`src/design/utf8_to_custom_codepage_unit_macros.svh`:
```
// Assertion macros for the UTF-8 to codepage unit.
// Uses the unit's clock and reset names; no other dependencies.
`ifndef UTF8_TO_CUSTOM_CODEPAGE_UNIT_MACROS_SVH
`define UTF8_TO_CUSTOM_CODEPAGE_UNIT_MACROS_SVH

`ifndef ASSERT_OFF
`define UCU_ASSERT_IMP(name, cond, prop) \
   name: assert property (@(posedge clock) disable iff (reset) (cond) |-> (prop)) \
      else $error("assertion failed");
`define UCU_ASSERT_NEXT(name, cond, prop) \
   name: assert property (@(posedge clock) disable iff (reset) (cond) |=> (prop)) \
      else $error("assertion failed");
`else
`define UCU_ASSERT_IMP(name, cond, prop)
`define UCU_ASSERT_NEXT(name, cond, prop)
`endif

`endif

```
`src/design/utf8cp_pkg.sv`:
```
// Package for the UTF-8 to codepage unit: display codes, letter table,
// lead byte decode and sequence lookup. No dependencies.
`default_nettype none

package utf8cp_pkg;

   localparam int unsigned LETTER_COUNT = 22;

   localparam logic [7:0] CODE_LETTER_BASE = 8'h80;
   localparam logic [7:0] CODE_UNKNOWN     = 8'h96;
   localparam logic [7:0] CODE_SPACE       = 8'h20;
   localparam logic [7:0] CODE_TAB         = 8'h09;
   localparam logic [7:0] CODE_NEWLINE     = 8'h0A;
   localparam logic [7:0] CODE_PRINT_LO    = 8'h20;
   localparam logic [7:0] CODE_PRINT_HI    = 8'h7E;

   typedef logic [15:0] letter_type;

   localparam letter_type LETTER_TABLE [LETTER_COUNT] = '{
      16'hC480, 16'hC48C, 16'hC492, 16'hC4A2, 16'hC4AA, 16'hC4B6, 16'hC4BB, 16'hC585,
      16'hC5A0, 16'hC5AA, 16'hC5BD, 16'hC481, 16'hC48D, 16'hC493, 16'hC4A3, 16'hC4AB,
      16'hC4B7, 16'hC4BC, 16'hC586, 16'hC5A1, 16'hC5AB, 16'hC5BE
   };

   // 0 = stray byte, else total sequence length
   function automatic logic [2:0] lead_length(input logic [7:0] c);
      logic [2:0] len;
      if (c[7] == 1'b0) begin
         len = 3'd1;
      end else if (c[7:5] == 3'b110) begin
         len = 3'd2;
      end else if (c[7:4] == 4'b1110) begin
         len = 3'd3;
      end else if (c[7:3] == 5'b11110) begin
         len = 3'd4;
      end else begin
         len = 3'd0;
      end
      return len;
   endfunction

   // full sequence, lead byte in bits 31:24
   function automatic logic [7:0] map_code(input logic [31:0] full);
      logic [7:0] code;
      code = CODE_UNKNOWN;
      for (int k = 0; k < LETTER_COUNT; k++) begin
         if (full == {LETTER_TABLE[k], 16'h0000}) begin
            code = CODE_LETTER_BASE + 8'(k);
         end
      end
      return code;
   endfunction

endpackage

`default_nettype wire

```
`src/design/utf8_to_custom_codepage_unit.sv`:
```
// UTF-8 to single-byte display code unit, top level.
// Depends on utf8cp_pkg and utf8_to_custom_codepage_unit_macros.svh.
//
//  channel | dir | tdata        | tuser       | tlast
//  req     | in  | [7:0] byte   | -           | last byte of string
//  rsp     | out | [7:0] code   | [0] char ok | end of string
//
// One byte per cycle unless an rsp stall holds it; a req beat passes the input
// register, then decode and state update into the result register.
// A byte that leaves a sequence open gives no rsp beat unless it ends the string.
// Reset clears both stages and the sequence state.
// rsp stalls hold the result register; req is taken when the input register is
// empty, the result register is free, or the byte in flight gives no beat.
`default_nettype none
`include "utf8_to_custom_codepage_unit_macros.svh"

module utf8_to_custom_codepage_unit
   import utf8cp_pkg::*;
(
   input  wire logic       clock,
   input  wire logic       reset,
   input  wire logic       req_tvalid,
   output logic            req_tready,
   input  wire logic [7:0] req_tdata,   // [7:0] in_byte
   input  wire logic       req_tlast,
   output logic            rsp_tvalid,
   input  wire logic       rsp_tready,
   output logic [7:0]      rsp_tdata,   // [7:0] out_char
   output logic            rsp_tuser,   // [0] char_valid
   output logic            rsp_tlast
);

   logic        in_valid_ff, in_valid_in;
   logic [7:0]  in_byte_ff;
   logic        in_last_ff;

   logic [1:0]  pending_ff, pending_in;
   logic [23:0] code_ff, code_in;
   logic [2:0]  len_ff, len_in;

   logic        out_valid_ff, out_valid_in;
   logic [7:0]  out_char_ff, out_char_in;
   logic        out_ok_ff, out_ok_in;
   logic        out_last_ff, out_last_in;

   logic        have_char;
   logic [7:0]  ch;
   logic [1:0]  pos;
   logic [2:0]  pos_wide;
   logic [2:0]  lead_len;
   logic [1:0]  pending_dec;
   logic [31:0] full;
   logic        has_result;
   logic        out_free;
   logic        process;
   logic        load_out;
   logic        printable;

   always_comb begin
      pos_wide    = len_ff - {1'b0, pending_ff};
      pos         = (pos_wide[1:0] == 2'd0) ? 2'd1 : pos_wide[1:0];
      pending_dec = pending_ff - 2'd1;
      lead_len    = lead_length(in_byte_ff);
      printable   = (in_byte_ff >= CODE_PRINT_LO && in_byte_ff <= CODE_PRINT_HI)
                    || in_byte_ff == CODE_NEWLINE;
      full        = {code_ff, 8'h00};
      have_char   = 1'b0;
      ch          = 8'h00;
      pending_in  = pending_ff;
      code_in     = code_ff;
      len_in      = len_ff;

      if (pending_ff != 2'd0) begin
         pending_in = pending_dec;
         if (pending_dec == 2'd0) begin
            case (pos)
               2'd1:    full = full | {8'h00, in_byte_ff, 16'h0000};
               2'd2:    full = full | {16'h0000, in_byte_ff, 8'h00};
               default: full = full | {24'h000000, in_byte_ff};
            endcase
            ch        = map_code(full);
            have_char = 1'b1;
            code_in   = '0;
            len_in    = '0;
         end else begin
            case (pos)
               2'd1:    code_in = code_ff | {8'h00, in_byte_ff, 8'h00};
               default: code_in = code_ff | {16'h0000, in_byte_ff};
            endcase
         end
      end else if (printable) begin
         ch        = in_byte_ff;
         have_char = 1'b1;
      end else if (in_byte_ff == CODE_TAB) begin
         ch        = CODE_SPACE;
         have_char = 1'b1;
      end else if (lead_len <= 3'd1) begin
         ch        = CODE_UNKNOWN;
         have_char = 1'b1;
      end else begin
         len_in     = lead_len;
         pending_in = 2'(lead_len - 3'd1);
         code_in    = {in_byte_ff, 16'h0000};
      end

      if (in_last_ff) begin
         pending_in = '0;
         code_in    = '0;
         len_in     = '0;
      end

      has_result  = have_char || in_last_ff;
      out_free    = !out_valid_ff || rsp_tready;
      process     = in_valid_ff && (out_free || !has_result);
      load_out    = process && has_result;
      req_tready  = !in_valid_ff || process;
      in_valid_in = req_tvalid ? 1'b1 : (in_valid_ff && !process);

      out_valid_in = load_out ? 1'b1 : (out_valid_ff && !rsp_tready);
      out_char_in  = load_out ? ch : out_char_ff;
      out_ok_in    = load_out ? have_char : out_ok_ff;
      out_last_in  = load_out ? in_last_ff : out_last_ff;
   end

   always_ff @(posedge clock) begin
      if (reset) begin
         in_valid_ff  <= 1'b0;
         out_valid_ff <= 1'b0;
         pending_ff   <= '0;
         code_ff      <= '0;
         len_ff       <= '0;
      end else begin
         in_valid_ff  <= in_valid_in;
         out_valid_ff <= out_valid_in;
         if (process) begin
            pending_ff <= pending_in;
            code_ff    <= code_in;
            len_ff     <= len_in;
         end
      end
   end

   always_ff @(posedge clock) begin
      if (req_tvalid && req_tready) begin
         in_byte_ff <= req_tdata;
         in_last_ff <= req_tlast;
      end
      out_char_ff <= out_char_in;
      out_ok_ff   <= out_ok_in;
      out_last_ff <= out_last_in;
   end

   assign rsp_tvalid = out_valid_ff;
   assign rsp_tdata  = out_char_ff;
   assign rsp_tuser  = out_ok_ff;
   assign rsp_tlast  = out_last_ff;

   `UCU_ASSERT_IMP(a_empty_beat_ends, rsp_tvalid && !rsp_tuser, rsp_tlast)
   `UCU_ASSERT_IMP(a_empty_beat_zero, rsp_tvalid && !rsp_tuser, rsp_tdata == 8'h00)
   `UCU_ASSERT_NEXT(a_last_clears, process && in_last_ff,
                    pending_ff == 2'd0 && code_ff == 24'h0 && len_ff == 3'd0)
   `UCU_ASSERT_IMP(a_pending_sane, pending_ff != 2'd0,
                   len_ff >= 3'd2 && {1'b0, pending_ff} < len_ff)

endmodule

`default_nettype wire
```
`config.mk`:
```
export PLATFORM = sky130hd
export DESIGN_NAME = utf8_to_custom_codepage_unit
export DESIGN_NICKNAME = d
export VERILOG_FILES = /design/src/design/utf8cp_pkg.sv /design/src/design/utf8_to_custom_codepage_unit.sv
export VERILOG_INCLUDE_DIRS = /design/src /design/src/design
export SDC_FILE = /design/constraint.sdc
export NUM_CORES = 1
export LEC_CHECK = 0
export ABC_AREA = 1
export BUFFER_PORTS_ARGS = -buffer_cell sky130_fd_sc_hd__buf_2
export CAP_MARGIN = 20
export CELL_PAD_IN_SITES_DETAIL_PLACEMENT = 2
export CELL_PAD_IN_SITES_GLOBAL_PLACEMENT = 2
export CORE_MARGIN = 1.5
export CORE_UTILIZATION = 38
export CTS_CLUSTER_DIAMETER = 200
export DETAILED_ROUTE_END_ITERATION = 7
export GPL_ROUTABILITY_DRIVEN = 0
export HOLD_SLACK_MARGIN = 0.1
export PLACE_DENSITY = 0.82
export SLEW_MARGIN = 20
export SYNTH_ARGS = -nofsm -noshare
export SYNTH_HDL_FRONTEND = slang
export SYNTH_SLANG_ARGS = --single-unit
```
`constraint.sdc`:
```
create_clock -name clock -period 5.22 [get_ports clock]
set_clock_uncertainty 0.05 [all_clocks]
set_input_delay 0.522 -clock clock [delete_from_list [all_inputs] [get_ports clock]]
set_output_delay 0.522 -clock clock [all_outputs]
set_load 0.01 [all_outputs]
```
==> summary.txt, run 1 <==
Outcome
  • Outcome: complete, no violations

Critical path
  • Arr. time, crit path: 2.66 ns
  • Crit path capture: rsp_tdata[4]
  • Worst Setup End Kind: register
  • Data required, critical path: 5.25 ns
  • Max FO, Critical Path: 7
  • Nature of the critical path startpoint: register
  • Internal reg-to-reg setup slack: 2.59 ns
  • Reg2reg end: rsp_tdata[4]
  • Crit path launch: in_byte_ff[6]
  • Reg2Reg Depth: 14
  • WS Path Type: register to register
  • FF-to-FF Start: in_byte_ff[6]

Finish
  • Area Growth Syn to Fin: 11.4%
  • Final core utilization: 0.443
  • Final Instance Area: 0.00306 mm^2
  • Layout cells sized above 1: 0.194
  • ANT cells: 0
  • Final nets: 389

Yosys
  • Post-synth top flop: dfxtp_1
  • Yosys warning count: 0
  • Synth Instances: 349
  • Number of synthesized flops with an enable pin: 19
  • Sequential area share after synthesis: 0.426
  • Post-synth ARST share: 0
  • Mapped Nets: 363
  • Number of distinct library cells after synthesis: 37
  • Avg Inst Size Synth: 7.87 um^2
  • Mapped Area: 0.00275 mm^2
  • Yosys reg bits: 49

Flow run
  • Max Cap Viol: 0

Timing
  • Setup TNS: 0 ns
  • Fmax: 380 MHz
  • RSZ-0062 raised after global routing: no
  • Final worst slack: 2.59 ns
  • Worst slew margin: 0.653
  • Final hold violation count: 0
  • Final Max Tran Viols: 0
  • Fin crit period: 2.63 ns
  • Actual slew at the worst max-slew pin: 0.518 ns
  • Setup violators final: 0
  • Worst hold slack: 0.331 ns
  • Period utilization: 0.504

Power and ir drop
  • Peak supply drop: 138 uV
  • Pwr Density: 270 mW/mm^2
  • LEAKAGE: 1.23 nW

Die
  • Row cnt: 30
  • Die area: 0.00775 mm^2
  • Die Span Y: 88.0 um
  • Die X: 88.0 um
  • Starting Density: 0.398
  • Ports: 25
  • Core ar.: 0.00691 mm^2

Clock tree
  • H-Tree Depth: 2
  • CTS Sinks: 49
  • Hold_buf cts: 0
  • Post-CTS Setup Repair Bufs: 0
  • Clk root buf: clkbuf_8
  • Clock transition at path regs: 0.09 ns
  • CTS max path bufs: 2
  • Resize count post-CTS: 0
  • CTS buffer count: 5
  • Skew-Pair Late Insertion Delay: 0.31 ns
  • TritonCTS clock tree: yes

Drt
  • Drt total wl: 8.87 mm
  • Average wire per standard cell: 18.8 um
  • Drt drc: 0
  • Post-DRT Antenna Nets: 0
  • Via-to-Cell Ratio: 5.41
  • Initial DRC count: 90
  • Vias: 2552
  • Drt pass-1 iters: 4

Placed design
  • Post-DP HPWL: 7.00 mm
  • Worst slack at placement: 2.57 ns
  • # port buffers: 24
  • Area after DPL: 0.00297 mm^2

Global route
  • Initial antenna violation count: 0
  • Global-route wire length before repair: 14.2 mm
  • GRT Total Usage: 0.246
  • Pin count of the biggest net entering global routing: 29
  • GR Overflow Total: 0
  • Vias in the first global route: 2827

Min path
  • Hold Crit Class: primary input to register
  • Min-delay src: req_tdata[7]
## stage by stage
stage / std cells / power [mW]
6_report: 472 / 0.826
5_1_grt: 472 / 0.863
4_1_cts: 472 / 0.837
3_5_place_dp: 464 / 0.597
3_3_place_gp: 464 / 0.589
2_1_floorplan: 349 / 0.547
## final cells by class
cell class	count	area (um^2)
inverter	62	233
tap	96	120
fill	840	3840
multi-input combinational	233	1320
clock buffer	6	82.6
timing repair buffer	24	120
clock inverter	2	12.5
sequential	49	1170
## metal layers
| layer | vias up | GRT usage | share of wire |
|---|---|---|---|
| li1 | 1229 | - | - |
| met1 | 1268 | 0.292 | 0.43 |
| met2 | 39 | 0.451 | 0.52 |
| met3 | 16 | 0.0358 | 0.019 |
| met4 | 0 | 0.0852 | 0.025 |
| met5 | - | 0 | 0 |
## power breakdown
group | internal [mW] | leakage [nW] | switching (mW) | total, mW
clock network | 0.108 | 0.0492 | 0.130 | 0.238
registers | 0.418 | 0.426 | 0.0124 | 0.430
logic | 0.0419 | 0.757 | 0.117 | 0.159
total | 0.567 | 1.23 | 0.259 | 0.826
## registers in the layout, summed over array words and instances, names as in the netlist
signal       count
code_ff         24
in_byte_ff       8
in_last_ff       1
in_valid_ff      1
len_ff           2
pending_ff       2
rsp_tdata        8
rsp_tlast        1
rsp_tuser        1
rsp_tvalid       1
## cells by family (layout without fill, tap and decap cells)
family | after synthesis | count (layout) | synth area share
compound gates | 63 | 63 | 0.151
buf+inv | 67 | 94 | 0.0924
simple gates | 169 | 169 | 0.326
fa+ha+maj | 1 | 1 | 0.00455
flops | 49 | 49 | 0.426
## cell usage after synthesis, types with 3 or more instances
master | instances | area share
nor2_4 | 3 | 0.012
nor2_1 | 33 | 0.045
o21ai_0 | 15 | 0.027
inv_2 | 6 | 0.0082
o211ai_1 | 3 | 0.0082
edfxtp_1 | 19 | 0.21
a21oi_1 | 20 | 0.036
dfxtp_1 | 30 | 0.22
inv_1 | 56 | 0.077
a221oi_1 | 11 | 0.035
nor3_1 | 6 | 0.011
nand3_2 | 3 | 0.011
clkbuf_1 | 3 | 0.0041
nand2_1 | 58 | 0.079
nor2_2 | 4 | 0.0091
nand3_1 | 26 | 0.047
nand2_2 | 11 | 0.025
a211oi_1 | 3 | 0.0082
nand4_1 | 13 | 0.030
nand2_4 | 6 | 0.025
## cell usage in the layout, fill, tap and decap left out, types with 2 or more instances in the layout
cell type	n
o21ai_0	15
o211ai_1	3
nand2_4	6
nor2_4	3
a221oi_1	11
clkbuf_8	6
dfxtp_1	30
nand3_2	3
nand3_4	2
nor2_2	4
inv_1	56
nand4_1	13
a211oi_1	3
nor3_1	6
edfxtp_1	19
a21oi_1	20
nor2_1	33
nand2_1	58
o21ai_2	2
buf_2	24
nand2_2	11
inv_2	6
nand3_1	26
## worst max-delay path, stage by stage, from the launching register on
cell and delay (ns):
edfxtp_1 0.54, inv_1 0.21, nand3_1 0.14, nor2_1 0.23
nand3_1 0.13, nand2_2 0.10, nand2_4 0.08, nor2_4 0.21
nand3_1 0.14, o21ai_0 0.23, nor2_2 0.07, nand3_2 0.09
nor2_1 0.06, nand2_1 0.07, o21ai_2 0.05
## worst min-delay path by stage
stage | end | slack (ns) | cells past startpoint
after detailed placement | code_ff[22] | 0.40 | 2
after floorplan | code_ff[22] | 0.38 | 2
after global placement | code_ff[23] | 0.38 | 2
after CTS | in_last_ff | 0.32 | 1
final | in_byte_ff[7] | 0.33 | 1
after global routing | in_last_ff | 0.32 | 1
No activity file was read; power rests on OpenSTA's default activity.
==> inputs of run 2 (changes only) <==
--- a/config.mk
+++ b/config.mk
@@ -12,12 +12,12 @@
 export CELL_PAD_IN_SITES_DETAIL_PLACEMENT = 2
 export CELL_PAD_IN_SITES_GLOBAL_PLACEMENT = 2
 export CORE_MARGIN = 1.5
-export CORE_UTILIZATION = 38
+export CORE_UTILIZATION = 32
 export CTS_CLUSTER_DIAMETER = 200
 export DETAILED_ROUTE_END_ITERATION = 7
 export GPL_ROUTABILITY_DRIVEN = 0
 export HOLD_SLACK_MARGIN = 0.1
-export PLACE_DENSITY = 0.82
+export PLACE_DENSITY = 0.73
 export SLEW_MARGIN = 20
 export SYNTH_ARGS = -nofsm -noshare
 export SYNTH_HDL_FRONTEND = slang
==> constraint.sdc (replaced) <==
create_clock -name clock -period 2.2 [get_ports clock]
set_clock_uncertainty 0.05 [all_clocks]
set_input_delay 0.22 -clock clock [delete_from_list [all_inputs] [get_ports clock]]
set_output_delay 0.22 -clock clock [all_outputs]
set_load 0.01 [all_outputs]
==> summary.txt, run 2 (synthesis gave the netlist of run 1 again) <==
Global route
  • Top Usage Layer GRT: met2
  • Met1 Use GR: 0.305
  • Pin count of the biggest net entering global routing: 26
  • GR Overflow Total: 0
  • Vias in the first global route: 3469
  • Global-route wire length before repair: 19.3 mm
  • Initial antenna violation count: 0
  • Met2 usage: 0.538
  • GRT Total Usage: 0.291
  • GR Util met3: 0.0510

Critical path
  • Crit-path slowest cell: dfxtp_2
  • CP max stage delay: 0.36 ns
  • Crit-path leading delay family: simple AND/OR/NAND/NOR gates
  • Nature of the critical path startpoint: register
  • CP cell instances: inv_2 -> ha_4 -> inv_2 -> nand2_4 -> inv_2 -> nand2_8 -> buf_4 -> nand3_4 -> nand3_4 -> nor2_4 -> nand3_4 -> nand3_2 -> nor2_1 -> nand4_1 -> nor2_2 -> nand4_1 -> nand2_1 -> nand2_1
  • CP bufs+invs: 4
  • Max FO, Critical Path: 6
  • Arr. time, crit path: 2.75 ns
  • Data required, critical path: 2.23 ns
  • Worst Setup End Kind: register
  • WS Path Type: register to register

Die
  • Ports: 25
  • Row cnt: 33
  • Core ar.: 0.00826 mm^2
  • Die X: 95.7 um
  • Starting Density: 0.333
  • Die Span Y: 95.7 um
  • Die area: 0.00915 mm^2

Timing
  • Setup TNS: -2.30 ns
  • Final hold violation count: 0
  • RSZ-0062 raised after global routing: yes
  • Final Max Tran Viols: 0
  • Setup violators final: 13
  • Fmax: 368 MHz
  • Fin crit period: 2.72 ns
  • Final worst slack: -0.521 ns
  • Worst slew margin: 0.665
  • Period utilization: 1.24
  • Actual slew at the worst max-slew pin: 0.499 ns

Placed design
  • # port buffers: 24
  • Post-DP HPWL: 7.96 mm
  • Area after DPL: 0.00336 mm^2
  • DP Cell Count: 524
  • Worst slack at placement: -0.422 ns

Drt
  • Drt total wl: 14.5 mm
  • Average wire per standard cell: 25.9 um
  • Via-to-Cell Ratio: 5.57
  • Initial DRC count: 143
  • Vias: 3116
  • Drt drc: 0
  • Drt pass-1 iters: 4
  • Post-DRT Antenna Nets: 0

Flow run
  • Max Cap Viol: 0

Power and ir drop
  • Clock network power share: 0.293
  • Sequential Power Share: 0.416
  • P_sw: 0.842 mW
  • Logic pwr share: 0.291
  • Switching share of power: 0.344
  • Peak supply drop: 352 uV
  • LEAKAGE: 1.70 nW
  • Internal power: 1.60 mW
  • Pwr Density: 589 mW/mm^2

Outcome
  • Outcome: finished, violations left
  • Failing checks: negative setup slack

Clock tree
  • CTS buffer count: 5
  • H-Tree Depth: 2
  • TritonCTS clock tree: yes
  • CTS Sinks: 49
  • Clock transition at path regs: 0.12 ns
  • Clk root buf: clkbuf_8
  • CTS max path bufs: 2
  • Skew-Pair Late Insertion Delay: 0.34 ns

Finish
  • Final core utilization: 0.503
  • Final Instance Area: 0.00415 mm^2
  • Final nets: 467
  • Multi-input gate area: 0.00175 mm^2
  • Fin cells: 559
  • Sequential Area: 0.00117 mm^2
  • ANT cells: 0
  • Layout cells sized above 1: 0.465
  • Fillers: 891
  • Area Growth Syn to Fin: 51.2%
  • Most common cell after layout, fill and taps aside: buf_4
  • Max FFs per register: 24
  • Most frequent cells in the layout: buf_4, inv_1, nand2_1
  • Largest Register: code_ff

Min path
  • Hold Crit Class: primary input to register
run 2: changes by cell type in the layout (fill, tap and decap cells not counted), moves of 6 or more:
cell,change
a221oi_1,-10
a221oi_2,+10
buf_4,+64
dlygate4sd3_1,+9
inv_1,-6
inv_2,+6
nand2_1,-18
nand2_2,+9
nand3_1,-14
nand3_2,+10
nor2_1,-9
run 2: layer usage:
metal / vias up / share of wire
met3: 55 / 0.030
met4: 0 / 0.058
met2: 100 / 0.54
li1: 1391 / -
met1: 1570 / 0.37
met5: - / 0
run 2: layout make-up:
| type | instances | share of cell area |
|---|---|---|
| clock buffer | 5 | 0.0166 |
| timing repair buffer | 102 | 0.182 |
| clock inverter | 3 | 0.0105 |
| inverter | 62 | 0.0560 |
| multi-input combinational | 233 | 0.421 |
| tap | 105 | 0.0316 |
| sequential | 49 | 0.282 |
run 2: per-stage QoR:
step                power, mW  hold WS, ns
floorplan                1.30        0.269
global placement         1.50        0.346
detailed placement       1.52        0.348
CTS                      2.31        0.106
global route             2.53        0.107
finish                   2.45        0.105
run 2: path summary, 6_finish.rpt:
check               from      endpoint  slack [ns]  depth (start not counted)
min           req_tvalid   in_valid_ff        0.10                          3
min reg2reg  code_ff[23]   code_ff[23]        0.43                          2
max            len_ff[0]  rsp_tdata[0]       -0.52                         18
max reg2reg    len_ff[0]  rsp_tdata[0]       -0.52                         18
run 2: worst reg2reg max path, cell delays in order, from the launching register on:
cell	delay, ns
dfxtp_2	0.36
inv_2	0.05
ha_4	0.26
inv_2	0.04
nand2_4	0.07
inv_2	0.07
nand2_8	0.12
buf_4	0.14
nand3_4	0.08
nand3_4	0.19
nor2_4	0.10
nand3_4	0.10
nand3_2	0.07
nor2_1	0.10
nand4_1	0.11
nor2_2	0.14
nand4_1	0.20
nand2_1	0.13
nand2_1	0.08
run 2: repair_timing:
action | CTS | global route
hold buffers | 9 | 0
endpoints found under the hold margin | 9 | 0
setup buffers | 8 | 10
gates resized for setup | 42 | 59
pin swaps | 22 | 21
cloned | 0 | 0
endpoints found under the setup margin | 6 | 34
run 2: power by group through the flow:
stage	logic, mW	registers, mW	clock network, mW
2_1_floorplan	0.259	1.04	0
5_1_grt	0.754	1.02	0.758
6_report	0.712	1.02	0.715
4_1_cts	0.597	1.01	0.701
3_3_place_gp	0.470	1.03	0
3_5_place_dp	0.493	1.03	0
